===== src/design/page_frame_buffer_i2c_refresh_core_macros.svh =====
// Assertion macros shared by the design files.
// PFB_ASSERT checks a same-cycle property, PFB_ASSERT_NEXT an implication
// into the following cycle. Both sample on clk and are disabled in reset.
`ifndef PAGE_FRAME_BUFFER_I2C_REFRESH_CORE_MACROS_SVH
`define PAGE_FRAME_BUFFER_I2C_REFRESH_CORE_MACROS_SVH

`ifndef SYNTH

`define PFB_ASSERT(label, prop) \
  label: assert property (@(posedge clk) disable iff (rst) prop) \
    else $error("pfb assertion failed");

`define PFB_ASSERT_NEXT(label, ante, cons) \
  label: assert property (@(posedge clk) disable iff (rst) (ante) |=> (cons)) \
    else $error("pfb assertion failed");

`else

`define PFB_ASSERT(label, prop)

`define PFB_ASSERT_NEXT(label, ante, cons)

`endif

`endif


===== src/design/pfb_pkg.sv =====
`default_nettype none

package pfb_pkg;

  localparam int COLUMNS_DEFAULT = 128;
  localparam int PAGES_DEFAULT   = 8;

  // input opcodes; codes 5 to 7 are unused
  localparam logic [2:0] OP_SET_PIXEL   = 3'd0;
  localparam logic [2:0] OP_CLEAR_PIXEL = 3'd1;
  localparam logic [2:0] OP_CLEAR_STORE = 3'd2;
  localparam logic [2:0] OP_REFRESH     = 3'd3;
  localparam logic [2:0] OP_TICK        = 3'd4;

  localparam logic [7:0] DEV_ADDR_RESET = 8'h78;
  localparam logic [7:0] CTRL_COMMAND   = 8'h00;
  localparam logic [7:0] CTRL_DATA      = 8'h40;
  localparam logic [7:0] CMD_PAGE_BASE  = 8'hB0;
  localparam logic [7:0] CMD_COL_LOW    = 8'h00;
  localparam logic [7:0] CMD_COL_HIGH   = 8'h10;
  localparam logic [2:0] BIT_MSB        = 3'd7;

  typedef struct packed {
    logic start;
    logic tick;
  } seq_ctrl_t;

  typedef struct packed {
    logic scl;
    logic sda;
    logic busy;
  } seq_pins_t;

endpackage

`default_nettype wire


===== src/design/pfb_seq.sv =====
`default_nettype none
`include "page_frame_buffer_i2c_refresh_core_macros.svh"

module pfb_seq #(
  parameter int COLUMNS = pfb_pkg::COLUMNS_DEFAULT,
  parameter int PAGES   = pfb_pkg::PAGES_DEFAULT,
  parameter int PAGE_W  = (PAGES > 1) ? $clog2(PAGES) : 1,
  parameter int COL_W   = $clog2(COLUMNS)
) (
  input  logic               clk,
  input  logic               rst,
  input  pfb_pkg::seq_ctrl_t ctrl,
  input  logic [7:0]         store_byte,
  input  logic [7:0]         dev_addr,
  output logic               busy,
  output logic [PAGE_W-1:0]  rd_page,
  output logic [COL_W-1:0]   rd_col,
  output pfb_pkg::seq_pins_t pins_next
);
  import pfb_pkg::*;

  typedef enum logic [2:0] {PH_IDLE, PH_CMD0, PH_CMD1, PH_CMD2, PH_DATA} phase_t;
  typedef enum logic [1:0] {SEG_START, SEG_BYTE, SEG_ACK, SEG_STOP} seg_t;
  typedef enum logic [1:0] {STG_ADDR, STG_CTRL, STG_PAYLOAD} stage_t;

  phase_t            phase, phase_next;
  seg_t              seg, seg_next;
  stage_t            stage, stage_next;
  logic [PAGE_W-1:0] page, page_next;
  logic [COL_W-1:0]  byte_cnt, byte_cnt_next;
  logic [2:0]        bit_cnt, bit_cnt_next;
  logic [1:0]        step, step_next;
  logic [7:0]        shift, shift_next;
  logic              scl, scl_next;
  logic              sda, sda_next;

  logic              load;
  logic [7:0]        load_val;
  logic              begin_tx;
  logic [7:0]        cmd_byte;
  logic              more_bytes;
  logic              last_page;

  assign busy    = (phase != PH_IDLE);
  assign rd_page = page;
  assign rd_col  = (stage == STG_CTRL) ? '0 : COL_W'(32'(byte_cnt) + 1);

  assign more_bytes = (32'(byte_cnt) + 1) < COLUMNS;
  assign last_page  = (32'(page) + 1) >= PAGES;

  always_comb begin
    cmd_byte = CMD_COL_HIGH;
    if (phase == PH_CMD0) begin
      cmd_byte = 8'(CMD_PAGE_BASE + 8'(page));
    end else if (phase == PH_CMD1) begin
      cmd_byte = CMD_COL_LOW;
    end
  end

  always_comb begin
    phase_next    = phase;
    seg_next      = seg;
    stage_next    = stage;
    page_next     = page;
    byte_cnt_next = byte_cnt;
    bit_cnt_next  = bit_cnt;
    step_next     = step;
    shift_next    = shift;
    scl_next      = scl;
    sda_next      = sda;
    load          = 1'b0;
    load_val      = dev_addr;
    begin_tx      = 1'b0;

    if (ctrl.start) begin
      page_next  = '0;
      phase_next = PH_CMD0;
      begin_tx   = 1'b1;
    end else if (ctrl.tick && busy) begin
      case (seg)
        SEG_START: begin
          case (step)
            2'd0:    sda_next = 1'b1;
            2'd1:    scl_next = 1'b1;
            2'd2:    sda_next = 1'b0;
            default: scl_next = 1'b0;
          endcase
          if (step == 2'd3) begin
            load     = 1'b1;
            load_val = dev_addr;
          end else begin
            step_next = step + 2'd1;
          end
        end
        SEG_BYTE: begin
          case (step)
            2'd0:    scl_next = 1'b0;
            2'd1:    sda_next = shift[bit_cnt];
            2'd2:    scl_next = 1'b1;
            default: scl_next = 1'b0;
          endcase
          if (step == 2'd3) begin
            step_next = '0;
            if (bit_cnt == '0) begin
              seg_next = SEG_ACK;
            end else begin
              bit_cnt_next = bit_cnt - 3'd1;
            end
          end else begin
            step_next = step + 2'd1;
          end
        end
        SEG_ACK: begin
          if (step == 2'd0) begin
            scl_next  = 1'b1;
            step_next = 2'd1;
          end else begin
            scl_next = 1'b0;
            case (stage)
              STG_ADDR: begin
                stage_next = STG_CTRL;
                load       = 1'b1;
                load_val   = (phase == PH_DATA) ? CTRL_DATA : CTRL_COMMAND;
              end
              STG_CTRL: begin
                stage_next    = STG_PAYLOAD;
                byte_cnt_next = '0;
                load          = 1'b1;
                load_val      = (phase == PH_DATA) ? store_byte : cmd_byte;
              end
              default: begin
                if (phase == PH_DATA && more_bytes) begin
                  byte_cnt_next = COL_W'(32'(byte_cnt) + 1);
                  load          = 1'b1;
                  load_val      = store_byte;
                end else begin
                  seg_next  = SEG_STOP;
                  step_next = '0;
                end
              end
            endcase
          end
        end
        default: begin
          case (step)
            2'd0:    scl_next = 1'b1;
            2'd1:    sda_next = 1'b0;
            default: sda_next = 1'b1;
          endcase
          if (step >= 2'd2) begin
            case (phase)
              PH_DATA: begin
                if (last_page) begin
                  page_next  = '0;
                  phase_next = PH_IDLE;
                end else begin
                  page_next  = PAGE_W'(32'(page) + 1);
                  phase_next = PH_CMD0;
                  begin_tx   = 1'b1;
                end
              end
              PH_CMD0: begin
                phase_next = PH_CMD1;
                begin_tx   = 1'b1;
              end
              PH_CMD1: begin
                phase_next = PH_CMD2;
                begin_tx   = 1'b1;
              end
              default: begin
                phase_next = PH_DATA;
                begin_tx   = 1'b1;
              end
            endcase
          end else begin
            step_next = step + 2'd1;
          end
        end
      endcase
    end

    if (load) begin
      shift_next   = load_val;
      bit_cnt_next = BIT_MSB;
      step_next    = '0;
      seg_next     = SEG_BYTE;
    end
    if (begin_tx) begin
      seg_next      = SEG_START;
      step_next     = '0;
      stage_next    = STG_ADDR;
      byte_cnt_next = '0;
    end
  end

  assign pins_next.scl  = scl_next;
  assign pins_next.sda  = sda_next;
  assign pins_next.busy = (phase_next != PH_IDLE);

  always_ff @(posedge clk) begin
    if (rst) begin
      phase    <= PH_IDLE;
      seg      <= SEG_START;
      stage    <= STG_ADDR;
      page     <= '0;
      byte_cnt <= '0;
      bit_cnt  <= BIT_MSB;
      step     <= '0;
      shift    <= '0;
      scl      <= 1'b1;
      sda      <= 1'b1;
    end else begin
      phase    <= phase_next;
      seg      <= seg_next;
      stage    <= stage_next;
      page     <= page_next;
      byte_cnt <= byte_cnt_next;
      bit_cnt  <= bit_cnt_next;
      step     <= step_next;
      shift    <= shift_next;
      scl      <= scl_next;
      sda      <= sda_next;
    end
  end

  // a refresh ends on the last stop step, with the bus released
  `PFB_ASSERT(a_end_bus_free, $fell(busy) |-> (scl && sda))
  // pins move only on a tick
  `PFB_ASSERT(a_pins_hold, !$past(ctrl.tick) |-> ($stable(scl) && $stable(sda)))
  // a start arms the sequence
  `PFB_ASSERT_NEXT(a_start_arms, ctrl.start, busy)

endmodule

`default_nettype wire


===== config.mk =====
export PLATFORM = sky130hd
export DESIGN_NAME = pfb_seq
export DESIGN_NICKNAME = d
export VERILOG_FILES = /design/src/design/pfb_pkg.sv /design/src/design/pfb_seq.sv
export VERILOG_INCLUDE_DIRS = /design/src /design/src/design
export SDC_FILE = /design/constraint.sdc
export NUM_CORES = 1
export LEC_CHECK = 0
export BUFFER_PORTS_ARGS = -buffer_cell sky130_fd_sc_hd__buf_2
export CAP_MARGIN = 20
export CORE_MARGIN = 4
export CORE_UTILIZATION = 48
export CTS_BUF_LIST = sky130_fd_sc_hd__clkbuf_4
export CTS_CLUSTER_DIAMETER = 30
export DETAILED_ROUTE_END_ITERATION = 10
export PLACE_DENSITY = 0.78
export SETUP_SLACK_MARGIN = 0.15
export SLEW_MARGIN = 10
export SYNTH_ARGS = -nofsm -noshare
export SYNTH_HDL_FRONTEND = slang
export SYNTH_SLANG_ARGS = --single-unit

===== constraint.sdc =====
create_clock -name clk -period 1.9 [get_ports clk]
set_clock_uncertainty 0.05 [all_clocks]
set_input_delay 0.19 -clock clk [delete_from_list [all_inputs] [get_ports clk]]
set_output_delay 0.19 -clock clk [all_outputs]
set_load 0.005 [all_outputs]

==> metrics.txt, run 1 <==
status finished with violations; violated checks setup timing; synth top area cells dfxtp_1, ha_1, nor2_1; Tmin final 2.39 ns; fin crit share 1.26; Avg Cell Area, Syn ~8.3 um2; Die Wd between 70 and 80 um; routed wire length just over 8000 um; Clock Latency Late Sink between 0.3 and 0.4 ns; Req. time, crit path approximately 1.7 ns; Yosys warnings 0; sequential power share 0.563; Chip Height approximately 75 um; nets 381; Post-synth EDFFs 0; post-DR vias/cell between 6 and 7; sequential share of the synthesized area 0.296; antenna-violating nets left 0; clk sinks 32; Synth async-reset ratio 0; DR vias 2544; H-tree Lvls 2; Reg clk slew, reported paths 0.11 ns; Setup CP Type reg2out; hold crit path type in2reg; crit end category primary output; Compound-Gate Fraction of Synth Area 0.243; Area growth syn-to-layout 56.0%; Worst setup SP type flip-flop; most frequent cells in the layout buf_4, buf_2, nor2_1, buf_6, dfxtp_1; Max-Cap Viols 0; Post-DP Area approximately 2600 um2; simple-gate share of the synthesized area 0.227; Root Buffer clkbuf_4; CP Cell Sequence mux4_2 -> mux2i_1 -> nor2_1 -> or4_4 -> and2_4 -> buf_6; CP Data Arrival Time around 2.2 ns; cell taking the most area after synthesis dfxtp_1; Hold Fails Final Rpt 0; CP max stage cell mux4_2; wire length per cell a little over 20 um; Max transition margin 0.558; Cell Rows 24; Clk pwr share 0.349; drc violations 0; Bufs and invs on worst path 1; dpl hpwl a little over 4000 um; Internal Power about 0.84 mW; DRT Pass-1 Iters 6; logic gate share of total power 0.088; first-pass GRT wire length between 10000 and 15000 um; Pwr per Cell Area ~350 nW/um2; instance count of the mapped netlist ~260; total gr overflow 0; Switching Fraction 0.286; XOR/XNOR Fraction of Synth Area 0.0284; CTS Buf Count 5; Slew Limit Fails 0; vias in the first global route 2245; adder-cell share of the synthesized area 0.0694; number of synthesized register bits 32; initial core utilization 0.497; setup TNS -3.92 ns; met2 WL roughly 3900 um; area share of the largest cell type after synthesis 0.296; IR Drop Worst-Case VDD 0.000294 V; Psw 0.338 mW; Crit Path Max Fanout 3; fraction of layout cells with a size suffix above 1 0.534; input/output buffers 33; Iteration-0 DRC Markers 241; Design Area, Final around 3400 um2; Die ar. 5640 um2; RSZ-0062 raised after global routing true; met3 routed WL roughly 650 um; setup ws final -0.491 ns; IO Count 34; Synth Cell Area 2160 um2; routed length on met1 ~3100 um; Synth Flop Type dfxtp_1; setup violators final 27; Leakage approximately 1.3 nW; Max Root-Sink Buffers 2; cell family contributing the most delay on the critical path multiplexers; Max Clock Freq approximately 0.42 GHz; Worst Tran Pin Value roughly 0.66 ns; top layer used by detailed routing met4; syn nets around 290; most common cell after layout, fill and taps aside buf_4; n_diodes 0; count of different cell masters after synthesis 58; placer congestion estimate 0.929; CTS tree built; CORE AREA 4350 um2; largest net degree at the start of global routing 15; slowest stage delay, CP approximately 0.5 ns; largest family of logic cells by synthesized area compound AO/OA/AOI/OAI gates; GRT Util Overall 0.246; multiplexer area fraction after synthesis 0.0799; initial antenna violation count 0
[sequential cells by signal (all words and copies together) (netlist names)]
signal,flops
shift,8
sda,1
bit_cnt,3
scl,1
seg,2
byte_cnt,7
phase,3
rd_page,3
step,2
stage,2
[per-layer routing]
metal / vias up / GRT usage
li1: 1123 / -
met1: 1192 / 0.298
met2: 183 / 0.412
met3: 46 / 0.0788
met4: 0 / 0.0810
met5: - / 0
[Yosys cell counts (2+ instances only)]
cell type	number
nor2_1	35
dfxtp_1	32
nand2_1	19
a21oi_1	15
o21ai_0	13
ha_1	12
inv_1	12
mux2i_1	12
a211oi_1	9
clkbuf_1	8
nor2b_1	7
a22oi_1	5
nand3_1	5
buf_4	4
xor2_1	4
a22o_1	3
a31oi_1	3
and2_1	3
nor3_1	3
o211ai_1	3
or3_1	3
xnor2_1	3
a2bb2oi_1	2
a32oi_1	2
and3_1	2
and4_1	2
mux4_1	2
nand2b_1	2
nand4_1	2
nor3b_1	2
or2_1	2
or2_2	2
[final cells by class]
class | instances | area, um2
Inverter | 12 | 57.6
Clock buffer | 5 | 37.5
Sequential cell | 32 | 679
Fill cell | 251 | 981
Timing Repair Buffer | 97 | 796
Tap cell | 52 | 65.1
Multi-Input combinational cell | 201 | 1720
Clock inverter | 3 | 13.8
[per-stage QoR]
step | utilization | total power [mW] | std cells | hold slack (ns) | setup WS [ns]
floorplan | - | 0.729 | 259 | 0.240 | -0.0247
global placement | 0.587 | 0.767 | 352 | 0.420 | -0.0881
detailed placement | 0.587 | 0.768 | 352 | 0.419 | -0.103
CTS | 0.712 | 1.17 | 387 | 0.0652 | -0.484
global route | 0.775 | 1.20 | 402 | 0.109 | -0.552
finish | 0.775 | 1.18 | 402 | 0.0893 | -0.491
[kinds of logic after synthesis]
family | count (synthesis)
xor gates and xnor gates | 7
adders and majority gates | 12
DFF | 32
AOI/OAI and AO/OA | 72
muxes | 14
and+or+nand+nor | 96
buffers and inverters | 26
[worst paths after layout]
path / cells past startpoint / slack [ns] / end / from
max: 6 / -0.49 / pins_next[1] / bit_cnt[0]$_SDFFE_PP1P_
min: 3 / 0.09 / shift[4]$_SDFFE_PP0P_ / dev_addr[4]
max reg2reg: 10 / -0.21 / shift[0]$_SDFFE_PP0P_ / step[0]$_SDFFE_PP0P_
min reg2reg: 2 / 0.45 / seg[1]$_SDFFE_PP0P_ / seg[1]$_SDFFE_PP0P_
[timing repair]
| item | CTS | global route |
|---|---|---|
| setup endpoints to repair | 34 | 40 |
| pin swaps | 25 | 24 |
| gates cloned | 1 | 0 |
| gates resized for setup | 67 | 40 |
| buffers inserted | 26 | 15 |
| hold buffers | 0 | 0 |
[power groups by stage]
stage / clock network (mW) / registers, mW / logic (mW)
floorplan: 0 / 0.685 / 0.0438
global placement: 0 / 0.688 / 0.0795
detailed placement: 0 / 0.688 / 0.0796
CTS: 0.402 / 0.669 / 0.0954
global route: 0.429 / 0.666 / 0.110
finish: 0.412 / 0.665 / 0.104
[worst reg2reg max path, delay by kind of cell (launching register included)]
kind,cells,cell delay (ns)
buf+inv,5,0.59
simple gates,1,0.25
flops,1,0.38
compound gates,3,0.63
fa+ha+maj,1,0.13
No activity file was read; power rests on OpenSTA's default activity.
==> inputs of run 2 (changes only) <==
--- a/config.mk
+++ b/config.mk
@@ -8,7 +8,6 @@
 export LEC_CHECK = 0
 export BUFFER_PORTS_ARGS = -buffer_cell sky130_fd_sc_hd__buf_2
 export CAP_MARGIN = 20
-export CORE_MARGIN = 4
 export CORE_UTILIZATION = 48
 export CTS_BUF_LIST = sky130_fd_sc_hd__clkbuf_4
 export CTS_CLUSTER_DIAMETER = 30
==> metrics.txt, run 2 (synthesis results as in run 1) <==
largest net degree at the start of global routing 18; Worst setup SP type flip-flop; cell family contributing the most delay on the critical path multiplexers; initial core utilization 0.497; Hold Fails Final Rpt 0; IR Drop Worst-Case VDD slightly above 0.0003 V; Max-Cap Viols 0; Cell Rows 24; Finished Layout Cells ~390; DR vias between 2000 and 2500; vias in the first global route ~2100; clk sinks 32; CTS tree built; Clock Latency Late Sink 0.35 ns; Setup CP Type reg2out; slowest stage delay, CP 0.50 ns; post-DR vias/cell between 5 and 6; input/output buffers 33; RSZ-0062 raised after global routing true; setup TNS -3.01 ns; crit end category primary output; CP Cell Sequence mux4_2 -> mux2i_1 -> nor2_1 -> or4_4 -> and2_4 -> buf_6; Area growth syn-to-layout 50.1%; Req. time, crit path around 1.7 ns; biggest regs shift: 8 flops, byte_cnt: 7 flops; placer congestion estimate a little over 0.9; fin crit share 1.25; Max Clock Freq between 0.4 and 0.5 GHz; Util after Layout 0.745; Top reg by flops shift; most frequent cells in the layout buf_4, buf_2, nor2_1, dfxtp_1, nand2_1; setup violators final 25; GRT Util Overall 0.262; violated checks setup timing; Tmin final approximately 2.4 ns; Reg clk slew, reported paths ~0.10 ns; setup ws final -0.470 ns; drc violations 0; Max Root-Sink Buffers 2; Iteration-0 DRC Markers 196; total gr overflow 0; Die ar. approximately 4800 um2; Max transition margin 0.600; H-tree Lvls 2; CP max stage cell mux4_2; Die Wd 69.1 um; Crit Path Max Fanout 3; routed wire length around 7100 um; status finished with violations; n_diodes 0; wire length per cell ~18 um; Chip Height 69.1 um; first-pass GRT wire length 9910 um; Bufs and invs on worst path 1; Slew Limit Fails 0; most common cell after layout, fill and taps aside buf_4; initial antenna violation count 0; Worst Tran Pin Value 0.598 ns; Pwr Total about 1.2 mW; nets about 370; Leakage between 1 and 1.5 nW; Root Buffer clkbuf_4; Pwr per Cell Area 362 nW/um2; fraction of layout cells with a size suffix above 1 0.512; dpl hpwl 3960 um; Placed Cells incl. Taps between 300 and 400; DRT Pass-1 Iters 4; antenna-violating nets left 0; CORE AREA 4350 um2; Largest register FFs 8; hold crit path type in2reg; IO Count 34; CP Data Arrival Time 2.13 ns; CTS Buf Count 5
-- run 2: final cells by class --
type	count	area [um2]
multi-input cells	201	1740
fillers	292	1110
flip-flops and latches	32	677
repair buffers	87	659
well taps	52	65.1
inverters	12	52.6
clock buffers	6	45.0
clock inverters	2	7.51
-- run 2: timing repair --
| item | 4_1_cts | 5_1_grt |
|---|---|---|
| cloned | 0 | 1 |
| endpoints found under the setup margin | 30 | 34 |
| gates resized for setup | 56 | 35 |
| setup buffers | 13 | 17 |
| hold buffers | 0 | 0 |
| pin swaps | 19 | 31 |
-- run 2: routing by layer --
layer	GRT usage	routed length, um	vias up
li1	-	-	1096
met3	0.0526	425	27
met1	0.332	2870	1093
met2	0.433	3520	106
met5	0	0	-
met4	0.104	258	0
-- run 2: tightest hold or removal path, cell delays in order --
cell and delay (ns):
buf_2 0.11, nand2_1 0.06, a311oi_2 0.08
-- run 2: final timing paths --
kind	start	endpoint	slack (ns)	cells past startpoint
min reg2reg	seg[1]$_SDFFE_PP0P_	seg[1]$_SDFFE_PP0P_	0.47	2
min	dev_addr[4]	shift[4]$_SDFFE_PP0P_	0.08	3
max reg2reg	step[1]$_SDFFE_PP0P_	shift[7]$_SDFFE_PP0P_	-0.16	10
max	bit_cnt[0]$_SDFFE_PP1P_	pins_next[1]	-0.47	6
-- run 2: power breakdown --
| part | total (mW) | internal, mW | switching, mW |
|---|---|---|---|
| combinational | 0.100 | 0.0452 | 0.0549 |
| sequential | 0.668 | 0.663 | 0.00480 |
| clock | 0.407 | 0.151 | 0.256 |
| total | 1.18 | 0.859 | 0.316 |
-- run 2: through the flow --
stage	setup slack [ns]	hold WS, ns	cell area (um2)
3_3_place_gp	-0.0845	0.419	2560
4_1_cts	-0.472	0.0462	2930
6_report	-0.470	0.0776	3240
5_1_grt	-0.549	0.0692	3240
3_5_place_dp	-0.0892	0.417	2560
2_1_floorplan	-0.0247	0.240	2260
==> inputs of run 3 (changes only) <==
--- a/config.mk
+++ b/config.mk
@@ -6,6 +6,7 @@
 export SDC_FILE = /design/constraint.sdc
 export NUM_CORES = 1
 export LEC_CHECK = 0
+export ABC_AREA = 1
 export BUFFER_PORTS_ARGS = -buffer_cell sky130_fd_sc_hd__buf_2
 export CAP_MARGIN = 20
 export CORE_UTILIZATION = 48
@@ -18,3 +19,4 @@
 export SYNTH_ARGS = -nofsm -noshare
 export SYNTH_HDL_FRONTEND = slang
 export SYNTH_SLANG_ARGS = --single-unit
+export TNS_END_PERCENT = 1
==> metrics.txt, run 3 <==
total gr overflow 0; IR Drop Worst-Case VDD approximately 0.00036 V; Pwr per Cell Area roughly 470 nW/um2; dpl hpwl 3940 um; initial antenna violation count 0; setup slack, reg-to-reg around 0.060 ns; antenna-violating nets left 0; first-pass GRT wire length slightly above 9000 um; top-count cell post-synth nand2_1; crit end category primary output; Hold Crit Depth 2; placer congestion estimate around 1; Yosys warnings 0; GRT Util Overall 0.231; cell taking the most area after synthesis dfxtp_1; Max Clock Freq 0.503 GHz; Slew Limit Fails 0; sequential share of the synthesized area 0.282; Crit Path Max Fanout 4; Post-synth EDFFs 0; Clock Latency Late Sink 0.34 ns; violated checks setup timing; count of different cell masters after synthesis 34; Synth Cell Area 2270 um2; most common cell after layout, fill and taps aside nand2_1; Largest register FFs 8; Util after Layout 0.627; Reg clk slew, reported paths 0.11 ns; biggest regs shift: 8 flops, byte_cnt: 7 flops; routed wire length around 5500 um; status finished with violations; Req. time, crit path 1.66 ns; RSZ-0062 raised after global routing true; drc violations 0; Hold Fails Final Rpt 0; CTS tree built; setup TNS -0.165 ns; CP Data Arrival Time 1.75 ns; CORE AREA around 4400 um2; Cell Rows 24; Leakage between 1 and 1.5 nW; Max-Cap Viols 0; Synth Flop Type dfxtp_1; most frequent cells in the layout nand2_1, inv_1, nor2_1, buf_2; CP max stage cell dfxtp_4; Avg Cell Area, Syn around 6.4 um2; setup ws final -0.0892 ns; input/output buffers 33; Area growth syn-to-layout 22.6%; Worst setup SP type flip-flop; number of synthesized register bits 32; Crit Reg-Reg Startpoint seg[0]$_SDFFE_PP0P_; nets 438; Post-DP Area approximately 2500 um2; largest net degree at the start of global routing 13; Worst setup startpoint step[1]$_SDFFE_PP0P_; top layer used by detailed routing met4; clk sinks 32; Iteration-0 DRC Markers around 150; H-tree Lvls 2; syn nets 388; DRT Pass-1 Iters 6; Worst Tran Pin Value around 0.34 ns; Max Root-Sink Buffers 2; Chip Height 70.8 um; hold crit path type in2reg; Setup CP Type reg2out; routed length on met1 between 2000 and 3000 um; post-place setup slack between 0.05 and 0.06 ns; Crit. path cell count 9; setup violators final 3; cell family contributing the most delay on the critical path flip-flops; Reg2Reg Depth 12; fraction of layout cells with a size suffix above 1 0.273; Final Hold Slack roughly 0.046 ns; Tmin final 1.99 ns; Max transition margin 0.772; hold wc startpoint rst; Bufs and invs on worst path 3; Top reg by flops shift; Synth top cells by count nand2_1, inv_1, nor2_1; fin crit share 1.05; Synth async-reset ratio 0; CP Cell Sequence buf_4 -> ha_4 -> nor2_4 -> nor2_2 -> nand2_2 -> inv_2 -> o211ai_1 -> nand3_1 -> buf_2; vias in the first global route about 2200; slowest stage delay, CP 0.38 ns; instance count of the mapped netlist roughly 360; wire length per cell 12.0 um; initial core utilization 0.511; n_diodes 0; Die ar. between 5000 and 6000 um2; Root Buffer clkbuf_4; post-DR vias/cell slightly above 5; met2 WL 2630 um; Die Wd 70.8 um; synth top area cells dfxtp_1, nand2_1, inv_1; DR vias approximately 2300; CTS Buf Count 5; area share of the largest cell type after synthesis 0.282; met3 routed WL around 240 um; IO Count 34; Design Area, Final between 2000 and 3000 um2
-- run 3: cell type report --
cell class	count	area, um2
multi-input cells	264	1480
clock buffers	5	37.5
flip-flops and latches	32	654
inverters	56	223
repair buffers	47	287
fillers	404	1660
clock inverters	3	42.5
well taps	52	65.1
-- run 3: logic make-up after synthesis --
family / Yosys count / share of synthesized area
buffers and inverters: 60 / 0.108
DFF: 32 / 0.282
and+or+nand+nor: 186 / 0.378
xor gates and xnor gates: 2 / 0.00771
adders and majority gates: 12 / 0.0661
AOI/OAI and AO/OA: 64 / 0.157
-- run 3: routing by layer --
layer	up-vias	global-route usage
met5	-	0
met4	0	0.0622
met3	8	0.0484
met2	54	0.397
met1	1038	0.294
li1	1243	-
-- run 3: per-stage QoR --
stage / cells / power (mW)
after floorplan: 356 / 0.741
after global placement: 442 / 0.784
after detailed placement: 442 / 0.783
after global routing: 459 / 1.36
final: 459 / 1.30
after CTS: 457 / 1.31
-- run 3: final timing paths --
kind                                         endpoint
worst max-delay path                     pins_next[0]
worst min-delay path              phase[1]$_SDFF_PP0_
worst max register to register  shift[1]$_SDFFE_PP0P_
worst min register to register  shift[4]$_SDFFE_PP0P_
-- run 3: where the power goes --
group | switching, mW | total (mW) | internal [mW]
Combinational | 0.0562 | 0.102 | 0.0461
Clock | 0.254 | 0.528 | 0.274
Sequential | 0.00305 | 0.674 | 0.671
Total | 0.313 | 1.30 | 0.991
-- run 3: repair_timing --
item | CTS | global route
setup buffers | 7 | 2
hold endpoints to repair | 0 | 0
pin swaps | 9 | 7
hold buffers | 0 | 0
setup endpoints to repair | 20 | 33
gates resized for setup | 41 | 2
